<file path="src/sv/u8v_pkg.sv">
// ----------------------------------------------------------------------------
// u8v_pkg
// Types, codes and helpers of the single-line UTF-8 validator.
// ----------------------------------------------------------------------------
package u8v_pkg;

	typedef enum logic [1:0] {
		ST_VALID    = 2'd0,
		ST_BAD_UTF8 = 2'd1,
		ST_CONTROL  = 2'd2
	} status_t;

	typedef enum logic [2:0] {
		CLS_ASCII_OK,
		CLS_ASCII_CTRL,
		CLS_LEAD2,
		CLS_LEAD3,
		CLS_LEAD4,
		CLS_BAD
	} byte_cls_t;

	// One classified word passed from front to back.
	typedef struct packed {
		logic [7:0] data;
		logic       last;
		byte_cls_t  cls;
		logic       cont;   // 0x80..0xBF
		logic       ge_a0;
		logic       le_9f;
		logic       ge_90;
		logic       le_8f;
	} u8v_item_t;

	localparam logic [7:0] LEAD_E0 = 8'he0;
	localparam logic [7:0] LEAD_ED = 8'hed;
	localparam logic [7:0] LEAD_F0 = 8'hf0;
	localparam logic [7:0] LEAD_F4 = 8'hf4;

	localparam logic [20:0] CP_TAB     = 21'h09;
	localparam logic [20:0] CP_C0_LAST = 21'h1f;
	localparam logic [20:0] CP_DEL     = 21'h7f;
	localparam logic [20:0] CP_C1_LAST = 21'h9f;
	localparam logic [20:0] CP_LSEP    = 21'h2028;
	localparam logic [20:0] CP_PSEP    = 21'h2029;

	function automatic logic line_ok(input logic [20:0] cp);
		line_ok = (cp == CP_TAB || cp > CP_C0_LAST) &&
			!(cp >= CP_DEL && cp <= CP_C1_LAST) &&
			cp != CP_LSEP && cp != CP_PSEP;
	endfunction

endpackage

</file>
<file path="src/sv/u8v_fifo.sv">
// ----------------------------------------------------------------------------
// u8v_fifo
// Small register queue with push/full and pop/empty sides.
// ----------------------------------------------------------------------------
module u8v_fifo #(
	parameter int WIDTH = 8,
	parameter int DEPTH = 2
) (
	input  logic             clk,
	input  logic             arst_n,
	input  logic             push,
	input  logic [WIDTH-1:0] wdata,
	output logic             full,
	input  logic             pop,
	output logic [WIDTH-1:0] rdata,
	output logic             empty
);
	localparam int AW = (DEPTH > 1) ? $clog2(DEPTH) : 1;
	localparam int CW = $clog2(DEPTH + 1);

	logic [WIDTH-1:0] mem_q [DEPTH];
	logic [AW-1:0]    wr_ptr_q;
	logic [AW-1:0]    rd_ptr_q;
	logic [CW-1:0]    cnt_q;
	logic             do_push;
	logic             do_pop;

	assign full    = cnt_q == CW'(DEPTH);
	assign empty   = cnt_q == '0;
	assign do_push = push && !full;
	assign do_pop  = pop && !empty;
	assign rdata   = mem_q[rd_ptr_q];

	always_ff @(posedge clk) begin
		if (do_push) begin
			mem_q[wr_ptr_q] <= wdata;
		end
	end

	always_ff @(posedge clk or negedge arst_n) begin
		if (!arst_n) begin
			wr_ptr_q <= '0;
			rd_ptr_q <= '0;
			cnt_q    <= '0;
		end else begin
			if (do_push) begin
				wr_ptr_q <= (wr_ptr_q == AW'(DEPTH - 1)) ? '0 : wr_ptr_q + 1'b1;
			end
			if (do_pop) begin
				rd_ptr_q <= (rd_ptr_q == AW'(DEPTH - 1)) ? '0 : rd_ptr_q + 1'b1;
			end
			if (do_push && !do_pop) begin
				cnt_q <= cnt_q + 1'b1;
			end else if (do_pop && !do_push) begin
				cnt_q <= cnt_q - 1'b1;
			end
		end
	end

endmodule

</file>
<file path="src/sv/u8v_front.sv">
// ----------------------------------------------------------------------------
// u8v_front
// Accepts text bytes, classifies each and tags it with its byte offset.
// ----------------------------------------------------------------------------
module u8v_front import u8v_pkg::*; #(
	parameter int OFFSET_BITS = 16
) (
	input  logic                   clk,
	input  logic                   arst_n,
	input  logic                   push,
	output logic                   full,
	input  logic [7:0]             text_byte,
	input  logic                   final_byte,
	output logic                   q_push,
	output u8v_item_t              q_item,
	output logic [OFFSET_BITS-1:0] q_pos,
	input  logic                   q_full
);
	logic [OFFSET_BITS-1:0] pos_q;
	logic                   accept;

	assign full   = q_full;
	assign accept = push && !q_full;
	assign q_push = accept;
	assign q_pos  = pos_q;

	always_comb begin
		q_item.data  = text_byte;
		q_item.last  = final_byte;
		q_item.cont  = text_byte[7:6] == 2'b10;
		q_item.ge_a0 = text_byte >= 8'ha0;
		q_item.le_9f = text_byte <= 8'h9f;
		q_item.ge_90 = text_byte >= 8'h90;
		q_item.le_8f = text_byte <= 8'h8f;
		case (text_byte) inside
			[8'h00:8'h7f]: q_item.cls = line_ok({13'b0, text_byte}) ?
				CLS_ASCII_OK : CLS_ASCII_CTRL;
			[8'hc2:8'hdf]: q_item.cls = CLS_LEAD2;
			[8'he0:8'hef]: q_item.cls = CLS_LEAD3;
			[8'hf0:8'hf4]: q_item.cls = CLS_LEAD4;
			default:       q_item.cls = CLS_BAD;
		endcase
	end

	// Offset saturates; a final byte starts the next text at zero.
	always_ff @(posedge clk or negedge arst_n) begin
		if (!arst_n) begin
			pos_q <= '0;
		end else if (accept) begin
			if (final_byte) begin
				pos_q <= '0;
			end else if (pos_q != '1) begin
				pos_q <= pos_q + 1'b1;
			end
		end
	end

endmodule

</file>
<file path="src/sv/u8v_back.sv">
// ----------------------------------------------------------------------------
// u8v_back
// Runs the UTF-8 sequence checker on classified words and emits the result.
// ----------------------------------------------------------------------------
module u8v_back import u8v_pkg::*; #(
	parameter int OFFSET_BITS = 16
) (
	input  logic                   clk,
	input  logic                   arst_n,
	input  logic                   in_valid,
	input  u8v_item_t              in_item,
	input  logic [OFFSET_BITS-1:0] in_pos,
	output logic                   in_pop,
	output logic                   res_push,
	output status_t                res_status,
	output logic [OFFSET_BITS-1:0] res_offset,
	input  logic                   res_full
);
	logic [1:0]             rem_q,   rem_n;
	logic [7:0]             lead_q,  lead_n;
	logic [20:0]            acc_q,   acc_n;
	logic [OFFSET_BITS-1:0] start_q, start_n;
	status_t                stat_q,  stat_n;
	logic [OFFSET_BITS-1:0] off_q,   off_n;
	logic                   fire;
	logic                   second;
	logic                   cont_ok;

	// Stall only a final word that finds the result queue full.
	assign fire     = in_valid && (!in_item.last || !res_full);
	assign in_pop   = fire;
	assign res_push = fire && in_item.last;

	always_comb begin
		if (lead_q >= LEAD_F0) begin
			second = rem_q == 2'd3;
		end else if (lead_q >= LEAD_E0) begin
			second = rem_q == 2'd2;
		end else begin
			second = rem_q == 2'd1;
		end
		cont_ok = in_item.cont;
		if (second) begin
			case (lead_q)
				LEAD_E0: cont_ok = in_item.cont && in_item.ge_a0;
				LEAD_ED: cont_ok = in_item.cont && in_item.le_9f;
				LEAD_F0: cont_ok = in_item.cont && in_item.ge_90;
				LEAD_F4: cont_ok = in_item.cont && in_item.le_8f;
				default: cont_ok = in_item.cont;
			endcase
		end
	end

	always_comb begin
		rem_n   = rem_q;
		lead_n  = lead_q;
		acc_n   = acc_q;
		start_n = start_q;
		stat_n  = stat_q;
		off_n   = off_q;
		if (stat_q == ST_VALID) begin
			if (rem_q == 2'd0) begin
				start_n = in_pos;
				lead_n  = in_item.data;
				case (in_item.cls)
					CLS_ASCII_OK: ;
					CLS_ASCII_CTRL: begin
						stat_n = ST_CONTROL;
						off_n  = in_pos;
					end
					CLS_LEAD2: begin
						rem_n = 2'd1;
						acc_n = {16'b0, in_item.data[4:0]};
					end
					CLS_LEAD3: begin
						rem_n = 2'd2;
						acc_n = {17'b0, in_item.data[3:0]};
					end
					CLS_LEAD4: begin
						rem_n = 2'd3;
						acc_n = {18'b0, in_item.data[2:0]};
					end
					default: begin
						stat_n = ST_BAD_UTF8;
						off_n  = in_pos;
					end
				endcase
			end else if (!cont_ok) begin
				rem_n  = 2'd0;
				stat_n = ST_BAD_UTF8;
				off_n  = start_q;
			end else begin
				acc_n = {acc_q[14:0], in_item.data[5:0]};
				rem_n = rem_q - 2'd1;
				if (rem_n == 2'd0 && !line_ok(acc_n)) begin
					stat_n = ST_CONTROL;
					off_n  = start_q;
				end
			end
		end
	end

	// Text cut short: invalid at the open sequence's lead byte.
	always_comb begin
		res_status = stat_n;
		res_offset = off_n;
		if (stat_n == ST_VALID && rem_n != 2'd0) begin
			res_status = ST_BAD_UTF8;
			res_offset = start_n;
		end
		if (res_status == ST_VALID) begin
			res_offset = '0;
		end
	end

	always_ff @(posedge clk or negedge arst_n) begin
		if (!arst_n) begin
			rem_q   <= '0;
			lead_q  <= '0;
			acc_q   <= '0;
			start_q <= '0;
			stat_q  <= ST_VALID;
			off_q   <= '0;
		end else if (fire) begin
			if (in_item.last) begin
				rem_q   <= '0;
				lead_q  <= '0;
				acc_q   <= '0;
				start_q <= '0;
				stat_q  <= ST_VALID;
				off_q   <= '0;
			end else begin
				rem_q   <= rem_n;
				lead_q  <= lead_n;
				acc_q   <= acc_n;
				start_q <= start_n;
				stat_q  <= stat_n;
				off_q   <= off_n;
			end
		end
	end

endmodule

</file>
<file path="src/sv/utf8_single_line_validator.sv">
// ----------------------------------------------------------------------------
// utf8_single_line_validator
// Strict UTF-8 single-line text checker, one byte word per clock unless full.
//
//   channel  | handshake    | words
//   ---------+--------------+--------------------------------
//   input    | push / full  | text_byte, final_byte
//   result   | pop / empty  | status, error_offset
//
// One byte word is taken every cycle while full is low; a word is registered
// in the front queue before the sequence checker consumes it, and its verdict
// is registered in the result queue before it reaches the result ports.
// The checker takes one word per cycle into its state registers unless stalled.
// Reset clears all state and both queues.
// Input stalls only when the front queue fills, which happens when a final
// word meets a full result queue.
// ----------------------------------------------------------------------------
module utf8_single_line_validator import u8v_pkg::*; #(
	parameter int OFFSET_BITS = 16
) (
	input  logic        clk,
	input  logic        arst_n,
	input  logic        push,
	output logic        full,
	input  logic [7:0]  text_byte,
	input  logic        final_byte,
	output logic        empty,
	input  logic        pop,
	output logic [1:0]  status,
	output logic [15:0] error_offset
);
	localparam int ITEM_W = $bits(u8v_item_t);
	localparam int MID_W  = ITEM_W + OFFSET_BITS;
	localparam int RES_W  = 2 + OFFSET_BITS;

	logic                   f_push;
	u8v_item_t              f_item;
	logic [OFFSET_BITS-1:0] f_pos;
	logic                   mid_full;
	logic                   mid_empty;
	logic [MID_W-1:0]       mid_rdata;
	u8v_item_t              b_item;
	logic [OFFSET_BITS-1:0] b_pos;
	logic                   b_pop;
	logic                   r_push;
	status_t                r_status;
	logic [OFFSET_BITS-1:0] r_offset;
	logic                   r_full;
	logic [RES_W-1:0]       r_rdata;
	logic [OFFSET_BITS+15:0] off_ext;

	u8v_front #(.OFFSET_BITS(OFFSET_BITS)) u_front (
		.clk        (clk),
		.arst_n     (arst_n),
		.push       (push),
		.full       (full),
		.text_byte  (text_byte),
		.final_byte (final_byte),
		.q_push     (f_push),
		.q_item     (f_item),
		.q_pos      (f_pos),
		.q_full     (mid_full)
	);

	u8v_fifo #(.WIDTH(MID_W), .DEPTH(2)) u_mid_q (
		.clk    (clk),
		.arst_n (arst_n),
		.push   (f_push),
		.wdata  ({f_pos, f_item}),
		.full   (mid_full),
		.pop    (b_pop),
		.rdata  (mid_rdata),
		.empty  (mid_empty)
	);

	assign b_item = u8v_item_t'(mid_rdata[ITEM_W-1:0]);
	assign b_pos  = mid_rdata[MID_W-1:ITEM_W];

	u8v_back #(.OFFSET_BITS(OFFSET_BITS)) u_back (
		.clk        (clk),
		.arst_n     (arst_n),
		.in_valid   (!mid_empty),
		.in_item    (b_item),
		.in_pos     (b_pos),
		.in_pop     (b_pop),
		.res_push   (r_push),
		.res_status (r_status),
		.res_offset (r_offset),
		.res_full   (r_full)
	);

	u8v_fifo #(.WIDTH(RES_W), .DEPTH(2)) u_res_q (
		.clk    (clk),
		.arst_n (arst_n),
		.push   (r_push),
		.wdata  ({r_status, r_offset}),
		.full   (r_full),
		.pop    (pop),
		.rdata  (r_rdata),
		.empty  (empty)
	);

	assign status       = r_rdata[RES_W-1:OFFSET_BITS];
	assign off_ext      = {16'b0, r_rdata[OFFSET_BITS-1:0]};
	assign error_offset = off_ext[15:0];

endmodule

</file>
<file path="config.mk">
export PLATFORM = sky130hd
export DESIGN_NAME = utf8_single_line_validator
export DESIGN_NICKNAME = d
export VERILOG_FILES = /design/src/sv/u8v_pkg.sv /design/src/sv/u8v_fifo.sv /design/src/sv/u8v_front.sv /design/src/sv/u8v_back.sv /design/src/sv/utf8_single_line_validator.sv
export SDC_FILE = /design/constraint.sdc
export NUM_CORES = 1
export LEC_CHECK = 0
export BUFFER_PORTS_ARGS = -buffer_cell sky130_fd_sc_hd__buf_2
export CAP_MARGIN = 30
export CORE_UTILIZATION = 35
export DETAILED_ROUTE_END_ITERATION = 6
export GPL_TIMING_DRIVEN = 0
export PLACE_DENSITY = 0.58
export SYNTH_ARGS = -nofsm -noshare
export SYNTH_HDL_FRONTEND = slang
export SYNTH_SLANG_ARGS = --single-unit
</file>
<file path="constraint.sdc">
create_clock -name clk -period 5.6 [get_ports clk]
set_input_delay 1.12 -clock clk [delete_from_list [all_inputs] [get_ports clk]]
set_output_delay 1.12 -clock clk [all_outputs]
set_load 0.02 [all_outputs]
</file>
==> results.yml, run 1 <==
status:
  status: "finished, final reports clean"
timing:
  post-route-period-util_pct: 60.7
  tns_ns: 0
  grt_setup_unrepaired: "false"
  fmax_mhz: 294
  skew_ns: 0.00903
  holdWs_ns: 0.479
  finalSetupViolCount: 0
  final_max_slew_viol_count: 0
  slew_headroom_pct: 38.8
  hold_viol: 0
  tightest_slew_ns: 0.914
  period_minus_slack_ns: 3.40
final_layout:
  nNetsFinal: 805
  areaGrowthSynthToFinish_pct: 14.4
  diodes: 0
  stdcell_count: 1122
  drive_above_1_share_pct: 15.5
  fillCellCount: 2277
worst_setup_path:
  ff2ff_path_depth: 10
  slowest_stage: "buf_1"
  cp.arrival_ns: 2.28
  slowest_delay_ns: 0.53
  crit_required_ns: 4.48
  worstSetupPathType: "flip-flop to primary output"
  cp-end-kind: "primary output"
  cp_max_fo: 10
  r2r-start: "u_mid_q.rd_ptr_q"
  cp_num_buf_inv: 3
  critPathLaunchType: "flip-flop"
  critPathTopFamily: "buffers and inverters"
  cp_cell_sequence: "clkbuf_1 > buf_1 > mux2_2 > buf_2"
  cp.depth: 4
  startpoint: "u_res_q.rd_ptr_q"
synth:
  ys_seq_area_share_pct: 59.1
  synth_area_leaders: "edfxtp_1, dfrtp_1, mux2i_1"
  yosys_warnings: 0
  ys_top_cells_by_count: "edfxtp_1, dfrtp_1, o21ai_0, nor2_1, nand2_1"
  synth_cells: 731
  yosysMostFrequentCell: "edfxtp_1"
  synth_fp_nets: 751
  synth_edf_count: 102
  async_flop_share_pct: 44.9
  synth_cell_types: 71
  mappedNetlistArea_um2: 8690
  synth_seq_cells: 185
  synth_top_area_cell: "edfxtp_1"
  avgSynthCellArea_um2: 11.9
  synth_ff_type: "edfxtp_1"
  synth_top_cell_area_share_pct: 35.2
global_routing:
  antenna_found_initial: 0
  grt_pass1_wl_um: 31400
  grt_pass1_vias: 5683
  overflow: 0
  grt_util_all_layers_pct: 15.8
  grt_max_degree: 46
clock_tree:
  root_buffer: "clkbuf_16"
  cts_resized: 0
  cts-buffers-inserted: 17
  clockBufferDepth: 2
  post-cts-setup-buffer-count: 0
  path_clk_slew_ns: 0.07
  postCtsHoldBufs: 0
  clkLatencyLatePin_ns: 0.44
  htree_levels: 4
  cts_tree: "done"
  clock-sinks: 185
routing:
  routed_wl_um: 19600
  wire_per_inst_um: 17.5
  viasPerCell: 5.33
  drtPass1Iterations: 5
  drt_iter0_markers: 603
  final_antenna_net_count: 0
  vias: 5983
  drc_errors: 0
die:
  core_um2: 24300
  rows: 57
  io_pins: 33
  die_y_um: 160
  die-area_um2: 25500
  start_util_pct: 35.7
  fp.dieW_um: 160
place:
  place_inst: 1090
  gp_congestion: 0.856
  hpwl_um: 13700
  port_buffers: 32
hold_path:
  min-delay-start: "u_back.lead_q[1]"
  hold_class: "flip-flop to flip-flop"
  whs_path_depth: 2
pwr:
  power.density_nw_per_um2: 625
  ir_worst_vdd_uv: 289
  p_leak_nw: 3.83
job:
  drv_cap: 0
[placed cells by master (no fill, tap or decap), drive strengths merged, types with 11 or more instances in the layout]
master	netlist	routed
edfxtp	102	102
dfrtp	83	83
o21ai	69	69
nor2	57	57
buf	15	50
nand2	48	48
nand3	44	44
clkbuf	24	44
mux2i	37	37
a21oi	26	26
mux2	23	23
inv	17	23
a32o	15	15
and2	15	15
nor3	11	11
xnor2	11	11
[state kept, by name, indices dropped and copies added (netlist names)]
signal,cells
u_mid_q.rd_ptr_q,1
u_res_q.rd_ptr_q,1
u_mid_q.mem_q,66
u_back.lead_q,8
u_res_q.cnt_q,2
u_front.q_pos,16
u_res_q.wr_ptr_q,1
u_back.start_q,16
u_mid_q.cnt_q,2
u_back.acc_q,15
u_back.off_q,16
u_back.rem_q,2
u_res_q.mem_q,36
u_back.stat_q,2
u_mid_q.wr_ptr_q,1
[logic make-up (layout without fill, tap and decap cells)]
family,Yosys count,count (layout),share of synthesized area (%)
flops,185,185,59.1
mux,61,61,7.50
buf+inv,56,123,2.94
xor+xnor,20,20,2.01
simple gates,224,224,12.8
fa+ha+maj,7,7,1.01
compound gates,178,178,14.6
[layout make-up]
cell class | instances | area [um^2] | share of cell area [%]
Sequential cell | 185 | 5140 | 51.7
Multi-Input combinational cell | 490 | 3310 | 33.3
Clock buffer | 20 | 478 | 4.80
Tap cell | 324 | 405 | 4.07
Timing Repair Buffer | 35 | 233 | 2.34
Buffer | 39 | 191 | 1.92
Clock inverter | 12 | 128 | 1.28
Inverter | 17 | 63.8 | 0.641
[stage by stage]
stage          total power, mW  utilization [%]  cell area (um^2)  worst slack, ns
3_3_place_gp              4.93             38.1              9260             1.23
2_1_floorplan             4.18                -              8690             2.30
4_1_cts                   6.24             40.9              9950             2.06
5_1_grt                   6.60             40.9              9950             2.00
3_5_place_dp              5.00             38.4              9340             2.55
6_report                  6.21             40.9              9950             2.20
[worst reg2reg max path, cell delays in order, from the launching register on]
cell and delay, ns:
dfrtp_1 0.34, buf_6 0.13, buf_8 0.16, buf_2 0.27, mux2i_1 0.37, and3_1 0.31
o21ai_0 0.22, a2bb2oi_1 0.19, o211ai_1 0.24, nand2_1 0.32, o22ai_1 0.32
[path summary, 6_finish.rpt]
kind                                       end  slack (ns)
setup reg to reg           u_res_q.mem_q[1][0]        2.53
setup / recovery              error_offset[15]        2.20
max in group asynchronous     u_front.q_pos[0]        4.33
hold / removal                u_back.lead_q[1]        0.48
hold reg to reg               u_back.lead_q[1]        0.48
min in group asynchronous     u_back.off_q[11]        0.66
[metal layers]
metal | vias to the layer above | share of wire [%] | global-route usage, % | routed length, um
met3 | 23 | 4.3 | 2.66 | 840
met2 | 161 | 46 | 24.1 | 8970
li1 | 2845 | - | - | -
met4 | 0 | 2.0 | 6.51 | 401
met5 | - | 0 | 0 | 0
met1 | 2954 | 48 | 22.1 | 9420
[report_power, final]
part / switching, mW / internal [mW]
sequential: 0.244 / 2.03
clock: 0.546 / 0.677
combinational: 1.73 / 0.988
total: 2.52 / 3.69
(Power assumes the default switching activity.)
==> run 2: changes to the inputs <==
Settings changed: ABC_AREA set to 1, PLACE_DENSITY 0.58 to 0.6.
Clock period 5.6 ns to 3.12 ns, I/O delays scaled along.
==> run 2 against run 1 <==
Net effect: register-to-register slack got worse by 2.2 ns; clock power increased by 77%; critical path type is now flip-flop to flip-flop; wire length increased by 3.2%; via count increased by 14%; critical path depth increased by 8; synthesized area increased by 4.3%; clock skew increased by 0.00052 ns; final area increased by 3.9%; first-iteration DRC count increased by 11%; total power increased by 91%; die area increased by 4.2%; sequential share of layout area decreased by 1.9 points.
==> results.yml, run 2 <==
timing:
  slew_headroom_pct: 35.8
  grt_setup_unrepaired: "false"
  skew_ns: 0.00954
  fmax_mhz: 359
  holdWs_ns: 0.139
  tightest_slew_ns: 0.962
  tns_ns: 0
  setup_ws_ns: 0.333
  post-route-period-util_pct: 89.3
  period_minus_slack_ns: 2.79
  finalSetupViolCount: 0
  final_max_slew_viol_count: 0
  hold_viol: 0
worst_setup_path:
  critPathLaunchType: "flip-flop"
  slowest_delay_ns: 0.49
  slowest_stage: "dfrtp_1"
  critPathTopFamily: "buffers and inverters"
  cp_num_buf_inv: 5
  cp-end-kind: "flip-flop"
  cp.arrival_ns: 3.11
  crit_required_ns: 3.44
  worstSetupPathType: "flip-flop to flip-flop"
  cp_cell_sequence: "inv_2 > buf_6 > nand2_1 > nand2_1 > a31oi_1 > inv_1 > clkbuf_2 > clkbuf_2 > ha_1 > a21oi_1 > o21ai_0 > xor2_1"
  cp_max_fo: 10
clock_tree:
  post-cts-setup-buffer-count: 0
  clkLatencyLatePin_ns: 0.44
  postCtsHoldBufs: 0
  clock-sinks: 185
  cts-buffers-inserted: 17
  root_buffer: "clkbuf_16"
  htree_levels: 4
  clockBufferDepth: 2
  cts_tree: "done"
  path_clk_slew_ns: 0.07
final_layout:
  layout_commonest_cell: "nand2_1"
  stdcell_count: 1431
  final_cell_mix: "nand2_1, inv_1, edfxtp_1, nand3_1, dfrtp_1"
  nNetsFinal: 1108
  drive_above_1_share_pct: 10.1
  diodes: 0
  fin_area_um2: 10300
  largest_reg_flops: 66
  areaGrowthSynthToFinish_pct: 14.0
  top_register: "u_mid_q.mem_q"
  largestRegisters: "u_mid_q.mem_q: 66 flops, u_res_q.mem_q: 36 flops"
  post-route-util_pct: 40.8
synth:
  synth_ff_type: "edfxtp_1"
  synth_top_family_by_area: "simple AND/OR/NAND/NOR gates"
  synth_top_cell_area_share_pct: 33.8
  yosys.area_share.simple_pct: 24.9
  synth_top_area_cell: "edfxtp_1"
  yosysMostFrequentCell: "nand2_1"
  synth_seq_cells: 185
  synth_compound_area_share_pct: 8.11
  avgSynthCellArea_um2: 8.77
  mappedNetlistArea_um2: 9070
  ys_seq_area_share_pct: 56.7
  synth_area_leaders: "edfxtp_1, dfrtp_1, nand2_1"
  synth_xor_area_share_pct: 0.676
  synth_cells: 1034
  muxShareOfSynthArea_pct: 1.10
  async_flop_share_pct: 44.9
  synth_fp_nets: 1054
  synthAdderAreaFrac_pct: 0.966
  synth_edf_count: 102
  yosys_warnings: 0
  synth_cell_types: 42
  ys_top_cells_by_count: "nand2_1, inv_1, edfxtp_1, nand3_1, dfrtp_1"
place:
  place_inst: 1399
  gp_congestion: 0.853
  pre_cts_slack_ns: -0.0489
  placed_area_um2: 9730
  port_buffers: 32
  hpwl_um: 14700
routing:
  wire_per_inst_um: 14.1
  viasPerCell: 4.79
  vias: 6848
  routed_wl_um: 20200
  final_antenna_net_count: 0
  drc_errors: 0
  drt_iter0_markers: 667
  drtPass1Iterations: 6
pwr:
  power.density_nw_per_um2: 1150
  ir_worst_vdd_uv: 468
  p_total_mw: 11.9
  p_leak_nw: 4.72
global_routing:
  grt_max_degree: 54
  overflow: 0
  grt_util_all_layers_pct: 16.3
  grt_pass1_vias: 6554
  antenna_found_initial: 0
  grt_pass1_wl_um: 34100
status:
  status: "finished, final reports clean"
hold_path:
  hold_class: "input pin to asynchronous set/reset pin"
die:
  die_y_um: 163
  io_pins: 33
  fp.dieW_um: 163
  rows: 58
  core_um2: 25300
  start_util_pct: 35.8
  die-area_um2: 26600
job:
  drv_cap: 0
## run 2: cell types whose count changed after synthesis, sizes merged, moves of 15 or more
cell / before / now
mux2: 23 / 0
nand2: 48 / 341
nand3: 44 / 96
and2: 15 / 0
a32o: 15 / 0
nand4: 6 / 22
inv: 17 / 127
mux2i: 37 / 10
## run 2: timing repair
item                                    in CTS  in global routing
gates resized for setup                      1                  2
endpoints found under the setup margin       1                  1
gates cloned                                 0                  0
endpoints found under the hold margin        0                  0
## run 2: worst paths after layout
path                                   from                    to  slack, ns  depth (start not counted)
max                        u_mid_q.rd_ptr_q      u_mid_q.cnt_q[1]       0.33                         12
min                                  arst_n       u_back.acc_q[1]       0.14                          1
max reg2reg                u_mid_q.rd_ptr_q      u_mid_q.cnt_q[1]       0.33                         12
min reg2reg                u_back.lead_q[6]      u_back.lead_q[6]       0.48                          2
max in group asynchronous            arst_n     u_back.start_q[2]       2.34                          2
min in group clk               text_byte[5]  u_mid_q.mem_q[1][14]       0.42                          1
## run 2: routing by layer
| layer | up-vias | part of all wire (%) | wire, um | global-route usage (%) |
|---|---|---|---|---|
| met4 | 0 | 1.7 | 346 | 5.35 |
| met2 | 129 | 45 | 9170 | 25.8 |
| met5 | - | 0 | 0 | 0 |
| met1 | 3170 | 49 | 9960 | 22.8 |
| met3 | 22 | 3.8 | 768 | 2.75 |
| li1 | 3527 | - | - | - |
## run 2: layout make-up
class | count | area, um^2
multi-input cells | 681 | 3260
well taps | 330 | 413
inverters | 128 | 480
clock buffers | 17 | 425
repair buffers | 35 | 230
flip-flops and latches | 185 | 5140
clock inverters | 15 | 174
plain buffers | 40 | 209
fillers | 2503 | 15000
## run 2: cells by family after synthesis
kind of cell               after synthesis
AOI/OAI and AO/OA                      124
buffers and inverters                  168
and+or+nand+nor                        533
xor gates and xnor gates                 7
adders and majority gates                7
DFF                                    185
muxes                                   10
## run 2: power by group
part	internal, mW	switching [mW]
logic	1.75	3.97
clock network	1.09	1.07
registers	3.66	0.368
==> run 3: changes to the inputs <==
Settings changed: REMOVE_ABC_BUFFERS set to 1, SLEW_MARGIN set to 20.
Clock period 3.12 ns to 2.5 ns, I/O delays scaled along.
==> run 3 against run 2 <==
Net effect: via count grew 4.5%; flip-flop and latch count did not move; combinational power rose by 44%; sequential share of layout area fell by 2.3 points; hold slack improved by 0.16 ns; critical endpoint is now u_res_q.mem_q[1][9]; count of clock-buffer cells in the layout stayed put; clock power grew 28%; largest cell class unchanged; total power up 35%.
==> results.yml, run 3 (synthesis gave the netlist of run 2 again) <==
status:
  status: "finished, final reports clean"
die:
  die-area_um2: 26600
  start_util_pct: 35.8
  rows: 58
  fp.dieW_um: 163
  die_y_um: 163
  core_um2: 25300
  io_pins: 33
final_layout:
  final_cell_mix: "nand2_1, inv_1, edfxtp_1, nand3_1, dfrtp_1"
  drive_above_1_share_pct: 15.4
  top_register: "u_mid_q.mem_q"
  fillCellCount: 2390
  nNetsFinal: 1114
  layout_commonest_cell: "nand2_1"
  diodes: 0
  largestRegisters: "u_mid_q.mem_q: 66 flops, u_res_q.mem_q: 36 flops"
  areaGrowthSynthToFinish_pct: 19.5
  largest_reg_flops: 66
worst_setup_path:
  cp.depth: 13
  slowest_stage: "dfrtp_2"
  crit_required_ns: 2.67
  critPathTopFamily: "simple AND/OR/NAND/NOR gates"
  cp_num_buf_inv: 4
  ff2ff_path_depth: 13
  r2r_slack_ns: 0.06
  cp_max_fo: 26
  cp-end-kind: "flip-flop"
  cp_cell_sequence: "buf_12 > o21ai_2 > inv_1 > nand2_1 > nand2_2 > inv_6 > nand2_1 > o211ai_1 > nand2_1 > inv_1 > nand2_1 > nand2_1 > a21oi_2"
  worstSetupPathType: "flip-flop to flip-flop"
  slowest_delay_ns: 0.43
  cp.arrival_ns: 2.61
  critPathLaunchType: "flip-flop"
  crit_top_cell: "nand2_1"
hold_path:
  hold_class: "input pin to flip-flop"
  whs_path_depth: 1
global_routing:
  grt_pass1_vias: 6663
  antenna_found_initial: 1
  grt_pass1_wl_um: 34500
  grt_util_all_layers_pct: 16.8
  overflow: 0
  grt_max_degree: 55
clock_tree:
  clkLatencyLatePin_ns: 0.44
  cts-buffers-inserted: 17
  htree_levels: 4
  clock-sinks: 185
  cts_tree: "done"
  path_clk_slew_ns: 0.07
  clockBufferDepth: 2
  root_buffer: "clkbuf_16"
timing:
  period_minus_slack_ns: 2.44
  final_max_slew_viol_count: 0
  skew_ns: 0.0147
  tightest_slew_ns: 0.702
  post-route-period-util_pct: 97.6
  hold_viol: 0
  fmax_mhz: 410
  setup_ws_ns: 0.0598
  finalSetupViolCount: 0
  slew_headroom_pct: 53.1
place:
  hpwl_um: 13500
  gp_congestion: 0.805
  pre_cts_slack_ns: -1.89
  port_buffers: 32
pwr:
  p_leak_nw: 4.88
  p_total_mw: 16.1
  ir_worst_vdd_uv: 1010
  power.density_nw_per_um2: 1480
routing:
  final_antenna_net_count: 0
  drtPass1Iterations: 6
  wire_per_inst_um: 15.0
  viasPerCell: 4.98
  vias: 7154
  drc_errors: 0
  drt_iter0_markers: 611
  routed_wl_um: 21600
job:
  drv_cap: 0
## run 3: cell types whose count changed in the layout (fill, tap and decap cells not counted), sizes merged
| cell | change |
|---|---|
| clkbuf | -22 |
| bufinv | +2 |
| dlygate4sd3 | +1 |
| nor2 | +1 |
| buf | +21 |
| nand3 | +1 |
| clkinvlp | +11 |
| inv | -7 |
| clkinv | -3 |
| a31oi | +1 |
## run 3: area by class of cell
type | count | area, um^2 | share of cell area, %
multi-input combinational | 684 | 3500 | 32.3
clock buffer | 17 | 425 | 3.92
tap | 330 | 413 | 3.81
clock inverter | 15 | 183 | 1.69
timing repair inverter | 3 | 15.0 | 0.139
timing repair buffer | 75 | 647 | 5.97
sequential | 185 | 5140 | 47.4
inverter | 128 | 515 | 4.76
## run 3: routing by layer
layer / wire length, um / track usage, %
met2: 10500 / 28.6
met5: 10 / 0
met4: 613 / 7.43
met3: 890 / 2.55
met1: 9540 / 20.9
## run 3: stage by stage
step                      std cells  instance area, um^2  setup TNS [ns]  hold WS, ns  utilization (%)
after detailed placement       1364                 9620         -162.66        0.410             38.0
final                          1437                10800               0        0.301             42.8
after CTS                      1428                10600               0        0.294             42.0
after floorplan                 994                 8860         -156.22        0.204                -
after global routing           1437                10800          -0.156        0.304             42.8
after global placement         1356                 9430         -481.96        0.458             37.2
## run 3: worst reg2reg max path: cells and delay by family (launching register included)
family                 cells  cell delay [ns]
buffers and inverters      4             0.58
AO/OA/AOI/OAI              3             0.45
flip-flops                 1             0.43
AND/OR/NAND/NOR            6             0.73
## run 3: worst paths after layout
path / from / endpoint
worst min register to register: u_back.lead_q[1] / u_back.lead_q[1]
min in group asynchronous: arst_n / u_back.lead_q[6]
max in group asynchronous: arst_n / u_back.start_q[3]
worst max register to register: u_mid_q.rd_ptr_q / u_res_q.mem_q[1][9]
worst max-delay path: u_mid_q.rd_ptr_q / u_res_q.mem_q[1][9]
worst min-delay path: text_byte[0] / u_mid_q.mem_q[0][9]
## run 3: what timing repair did
action	CTS	global route
gates resized for setup	33	34
cloned	6	1
hold buffers	1	0
buffers inserted	25	8
hold endpoints to repair	29	0
endpoints found under the setup margin	138	85
pin swaps	12	6
## run 3: power by group
| group | total (mW) | switching [mW] | internal [mW] |
|---|---|---|---|
| combinational | 8.24 | 5.43 | 2.82 |
| sequential | 5.08 | 0.517 | 4.57 |
| clock | 2.76 | 1.25 | 1.51 |
